==> src/sv/sbbf_pkg.sv <==
// ----------------------------------------------------------------------------
// sbbf_pkg: shared types and constants of the split block Bloom filter
// Holds the filter geometry, the hash constants, the word types of both
// channels, the controller states and the controller-to-datapath signals.
// ----------------------------------------------------------------------------
package sbbf_pkg;

  // Filter geometry. The bucket count is a power of two, so wrapping a
  // bucket index into the store is a plain truncation.
  localparam int unsigned NUM_BUCKETS      = 1024;
  localparam int unsigned WORDS_PER_BUCKET = 8;
  localparam int unsigned WORD_W           = 32;
  localparam int unsigned ROW_W            = WORDS_PER_BUCKET * WORD_W;
  localparam int unsigned BKT_W            = $clog2(NUM_BUCKETS);

  // Bucket mask register.
  localparam int unsigned      MASK_W     = 10;
  localparam logic [MASK_W-1:0] MASK_RESET = 10'h3FF;

  // Hash constants.
  localparam logic [WORD_W-1:0] GOLDEN_MULT = 32'h9E37_79B9;
  localparam int unsigned       POS_W       = 5;
  localparam int unsigned       POS_LSB     = WORD_W - POS_W;

  localparam logic [WORD_W-1:0] SEEDS [WORDS_PER_BUCKET] = '{
    32'h14EB_CDFF, 32'h2A1C_1A99, 32'h85CB_78FB, 32'h6E8F_82DD,
    32'hF846_4DFF, 32'h1028_FEAD, 32'h74F0_4A4D, 32'h1832_DB75
  };

  // Request codes.
  localparam logic REQ_INSERT = 1'b0;
  localparam logic REQ_QUERY  = 1'b1;

  typedef struct packed {
    logic              req_type;
    logic [WORD_W-1:0] key;
  } req_t;

  typedef struct packed {
    logic was_query;
    logic found;
  } rsp_t;

  typedef enum logic [2:0] {
    ST_CLEAR,
    ST_IDLE,
    ST_HASH,
    ST_READ,
    ST_CHECK
  } state_e;

  // Commands from the controller to the datapath.
  typedef struct packed {
    logic load_key;  // capture the accepted request word
    logic hash_en;   // register bucket index and bit positions
    logic rd_en;     // read the bucket row
    logic commit;    // update the row on insert and load the result
    logic clr_en;    // zero one row of the store
  } cmd_t;

  // Status from the datapath to the controller.
  typedef struct packed {
    logic clr_last;  // the clearing pass is on its last row
  } sts_t;

endpackage

==> src/sv/sbbf_ctrl.sv <==
// ----------------------------------------------------------------------------
// sbbf_ctrl: controller of the split block Bloom filter
// Sequences the clearing pass and the hash, read and check steps of each
// request, and owns the valid flag of the result register.
// ----------------------------------------------------------------------------
module sbbf_ctrl (
  input  logic          clk_i,
  input  logic          rst_ni,
  input  logic          in_valid_i,
  output logic          in_stall_o,
  output logic          out_valid_o,
  input  logic          out_stall_i,
  output sbbf_pkg::cmd_t cmd_o,
  input  sbbf_pkg::sts_t sts_i
);

  sbbf_pkg::state_e state_q, state_d;
  logic             out_valid_q, out_valid_d;

  always_ff @(posedge clk_i or negedge rst_ni) begin
    if (!rst_ni) begin
      state_q     <= sbbf_pkg::ST_CLEAR;
      out_valid_q <= 1'b0;
    end else begin
      state_q     <= state_d;
      out_valid_q <= out_valid_d;
    end
  end

  always_comb begin
    state_d    = state_q;
    cmd_o      = '0;
    in_stall_o = 1'b1;
    case (state_q)
      sbbf_pkg::ST_CLEAR: begin
        cmd_o.clr_en = 1'b1;
        if (sts_i.clr_last) begin
          state_d = sbbf_pkg::ST_IDLE;
        end
      end
      sbbf_pkg::ST_IDLE: begin
        in_stall_o = 1'b0;
        if (in_valid_i) begin
          cmd_o.load_key = 1'b1;
          state_d        = sbbf_pkg::ST_HASH;
        end
      end
      sbbf_pkg::ST_HASH: begin
        cmd_o.hash_en = 1'b1;
        state_d       = sbbf_pkg::ST_READ;
      end
      sbbf_pkg::ST_READ: begin
        cmd_o.rd_en = 1'b1;
        state_d     = sbbf_pkg::ST_CHECK;
      end
      sbbf_pkg::ST_CHECK: begin
        // The result register must be free or emptying this cycle.
        if (!out_valid_q || !out_stall_i) begin
          cmd_o.commit = 1'b1;
          state_d      = sbbf_pkg::ST_IDLE;
        end
      end
      default: begin
        state_d = sbbf_pkg::ST_IDLE;
      end
    endcase
    out_valid_d = cmd_o.commit | (out_valid_q & out_stall_i);
  end

  assign out_valid_o = out_valid_q;

endmodule

==> config.mk <==
export PLATFORM = sky130hd
export DESIGN_NAME = sbbf_ctrl
export DESIGN_NICKNAME = d
export VERILOG_FILES = /design/src/sv/sbbf_pkg.sv /design/src/sv/sbbf_ctrl.sv
export SDC_FILE = /design/constraint.sdc
export NUM_CORES = 1
export LEC_CHECK = 0
export BUFFER_PORTS_ARGS = -buffer_cell sky130_fd_sc_hd__buf_4
export CAP_MARGIN = 15
export CORE_AREA = 2 2 39 41
export CTS_BUF_LIST = sky130_fd_sc_hd__clkbuf_4 sky130_fd_sc_hd__clkbuf_8
export DETAILED_ROUTE_END_ITERATION = 10
export DIE_AREA = 0 0 41 43
export SLEW_MARGIN = 10
export SYNTH_ARGS = -nofsm -noshare
export SYNTH_HDL_FRONTEND = slang
export SYNTH_SLANG_ARGS = --single-unit
==> constraint.sdc <==
create_clock -name clk_i -period 1.4 [get_ports clk_i]
set_clock_uncertainty 0.05 [all_clocks]
set_input_delay 0.07 -clock clk_i [delete_from_list [all_inputs] [get_ports clk_i]]
set_output_delay 0.07 -clock clk_i [all_outputs]
set_load 0.03 [all_outputs]
==> results.md <==
Global routing:
- The number of antenna violations at the first check in global routing is 0.
- Summed over all layers, the global routing overflow is 0.
- Entering global routing, the biggest net connects 8 pins.
- The number of global-route vias before repair is 181.
- The first global-routing pass estimated 759 um of wire.
- For this run, the total global-route usage over all layers was measured as 0.0645.

Timing:
- The max-slew violation count was 0.
- Setup violations remaining at the end of the flow were counted as 0.
- The number of failing hold endpoints at the final stage came to 0.
- The portion of the clock cycle consumed by the worst path in the final layout is 0.937.
- The total negative slack is 0 ns.
- Headroom to the max-slew limit came out at 0.857.
- The pin slew with the least headroom to its limit is 0.215 ns.
- The achievable frequency is 763 MHz.
- The minimum setup slack in the final design is 0.0887 ns.
- Setup repair after global routing left no endpoint under its margin.
- The routed design could run at a clock period as short as 1.31 ns.
- Across all hold checks on the routed design, the worst slack comes to 0.0372 ns.

Setup path:
- The worst setup path is captured at an output pin.
- The largest stage delay on the critical path is 0.43 ns.
- In this design, the largest share of critical-path delay is due to flip-flops.
- The required arrival time at the worst endpoint is 1.28 ns.
- The count of buffering cells on the critical path with inverters included is 1.
- The worst register-to-register path ends at state_q[2]$_DFFE_PN0P_.
- The worst setup path is of the flop to output pin kind.
- Walking the worst path, the cells encountered are nor2_2 > nand2_1 > a21oi_2 > buf_4.
- In this run the critical register-to-register path is launched from state_q[0]$_DFFE_PN0P_.
- Of all nets on the critical path, the largest fanout is 7.
- The setup check on the worst reg-to-reg path leaves a slack of 0.34 ns.
- The depth of the worst register-to-register path is 3.
- The worst setup path is launched from a flop.
- For the worst setup path, the data arrival time is 1.19 ns.
- On the critical path, the stage with the largest delay is an instance of sky130_fd_sc_hd__dfrtp_2.

Hold path:
- The terminating pin of the worst hold path is out_valid_o$_DFF_PN0_.
- The worst hold path was traced through 3 stages.
- The classification of the worst-slack hold path is input port to flop.
- The launch instance of the worst min-delay path is out_stall_i.

Cells and area:
- The area used by multi-input combinational logic is 111 um^2.
- The count of nets after finishing is 47.
- The sequential cells in the finished layout cover a total of 101 um^2.
- The non-filler instance count after layout is 56.
- At the end of the flow the core is filled with cells to 0.259.
- The fraction of final layout cells sized beyond drive strength 1 is 0.500.
- The repair_antennas step left the layout with diodes totalling 0.
- The filler cell count is 158.
- The area growth from synthesis to layout is 71.9%.

Logic synthesis:
- Dividing the synthesized area by the synthesized cell count gives 8.71 um^2.
- Synthesis inferred 4 register bits.
- Counting flops with a built-in enable in the synthesized netlist gives 0.
- Synthesis handed over a netlist of 24 instances.
- The number of nets produced by synthesis is 29.
- The distinct cell type count after synthesis is 14.
- After synthesis the cells add up to 209 um^2.
- The prevailing post-synth register cell is sky130_fd_sc_hd__dfrtp_1.
- The share of the Yosys chip area taken by registers is 0.479.
- The Yosys step of the flow raised 0 warnings.
- The share of synthesized flip-flops with an asynchronous set or reset is 1.00.

Floorplanning:
- The x dimension of the die is 41 um.
- The die covers 1760 um^2.
- From bottom edge to top edge, the die measures 43 um.
- The initial utilization of the core area, before any placement, comes to 0.151.
- The number of placement rows is 14.
- The top-level I/O count is 12.
- The core area is 1380 um^2.

Clocking:
- The total CTS buffers is 3.
- The level count of the clock H-tree is 1.
- The clock tree buffer depth is 2.
- The number of sinks driven by the clock tree is 4.
- The clock insertion delay at the later pin of the skew report is 0.23 ns.
- The clock-pin slew reported for the worst setup and hold paths after clock tree synthesis is 0.04 ns.
- CTS placed an instance of sky130_fd_sc_hd__clkbuf_4 at the clock tree root.
- The CTS tree is built.

Route:
- The routed design has 495 um of wire.
- The first routing iteration left 8 violations.
- After detailed routing, the number of remaining DRC violations is 0.
- The number of iterations in the first detailed-routing pass is 4.
- The routed layout has 209 vias.
- In the routed layout, each cell is associated on average with a via count of 3.73.
- The number of nets still failing antenna checks after routing is 0.
- In the final routed layout, each cell accounts on average for 8.84 um.

Power and ir drop:
- For this design the static power due to leakage is 0.000176 uW.
- VDD sags by at most 0.000875 V.
- The power per cell area is 2490 nW/um^2.

Outcome:
- The flow ran to the end, and the final reports show no timing, DRC or antenna violations.

Placed design:
- Once detailed placement completed, the half-perimeter wirelength came to 355 um.
- Prior to clock tree synthesis, the placed netlist has a worst setup slack of 0.298 ns.
- The number of placed instances, taps included, is 51.
- The placer's final routability congestion estimate is 0.716.
- Port buffering added 11 buffers.

Flow run:
- Max-cap violations in this run came to 0.
## synth_stat cells (all sizes together) (2+ instances only)
library cell,number,share of area
nor2,3,0.054
a21oi,3,0.072
nand2b,2,0.060
nand2,3,0.054
dfrtp,4,0.48
## what timing repair did
action	CTS	global route
endpoints found under the hold margin	4	0
setup endpoints to repair	0	2
buffers inserted	0	1
hold buffers	1	0
gates resized for setup	0	3
## registers in the layout, indices dropped and copies added (netlist names)
signal / cells
out_valid_o: 1
state_q: 3
## cells by family after synthesis
group           synth area share
buf+inv                   0.0179
simple gates               0.335
compound gates             0.168
flops                      0.479
## metal layers
metal | track usage | wire (um)
met1 | 0.0814 | 245
met2 | 0.0813 | 195
met3 | 0.0681 | 54
met4 | 0 | 0
met5 | 0 | 0
## tightest hold or removal path, delay by kind of cell
family | cells | cell delay (ns)
buf+inv | 1 | 0.09
simple gates | 2 | 0.12
## power breakdown
group          total [uW]  leakage, uW  switching [uW]  internal (uW)
combinational         517     0.000112             291            227
clock                 139    0.0000138            43.4           95.6
sequential            237    0.0000498            70.5            167
## placed cells by master (no fill, tap or decap)
| cell type | count |
|---|---|
| sky130_fd_sc_hd__clkbuf_4 | 3 |
| sky130_fd_sc_hd__inv_1 | 1 |
| sky130_fd_sc_hd__o21ai_0 | 1 |
| sky130_fd_sc_hd__nor2_2 | 1 |
| sky130_fd_sc_hd__dfrtp_1 | 3 |
| sky130_fd_sc_hd__nor2b_2 | 1 |
| sky130_fd_sc_hd__o21bai_1 | 1 |
| sky130_fd_sc_hd__nand3_1 | 1 |
| sky130_fd_sc_hd__and2_4 | 1 |
| sky130_fd_sc_hd__nand2_1 | 3 |
| sky130_fd_sc_hd__a21oi_2 | 1 |
| sky130_fd_sc_hd__dlygate4sd3_1 | 1 |
| sky130_fd_sc_hd__nand2b_1 | 2 |
| sky130_fd_sc_hd__nor3_1 | 1 |
| sky130_fd_sc_hd__nand3b_1 | 1 |
| sky130_fd_sc_hd__nor2_1 | 2 |
| sky130_fd_sc_hd__buf_4 | 12 |
| sky130_fd_sc_hd__a21oi_1 | 2 |
| sky130_fd_sc_hd__o21a_1 | 1 |
| sky130_fd_sc_hd__dfrtp_2 | 1 |
## how the worst max path moves through the flow
| stage | start | to | slack [ns] | depth (start not counted) |
|---|---|---|---|---|
| floorplan | state_q[2]$_DFFE_PN0P_ | cmd_o[4] | 0.01 | 3 |
| global placement | state_q[1]$_DFFE_PN0P_ | cmd_o[1] | 0.31 | 4 |
| detailed placement | state_q[1]$_DFFE_PN0P_ | cmd_o[1] | 0.30 | 4 |
| CTS | state_q[1]$_DFFE_PN0P_ | cmd_o[1] | 0.03 | 4 |
| global route | state_q[1]$_DFFE_PN0P_ | cmd_o[1] | 0.001 | 4 |
| finish | state_q[1]$_DFFE_PN0P_ | cmd_o[1] | 0.09 | 4 |
## area by class of cell
| cell class | instances | area share |
|---|---|---|
| Multi-Input combinational cell | 19 | 0.310 |
| Sequential cell | 4 | 0.282 |
| Timing Repair Buffer | 13 | 0.279 |
| Clock buffer | 3 | 0.0627 |
| Tap cell | 16 | 0.0557 |
| Inverter | 1 | 0.0105 |
## metrics by stage
step                total power (uW)  instance area, um^2
floorplan                        544                  209
global placement                 717                  312
detailed placement               715                  312
CTS                              867                  344
global route                     959                  359
finish                           894                  359
(Power assumes the default switching activity.)
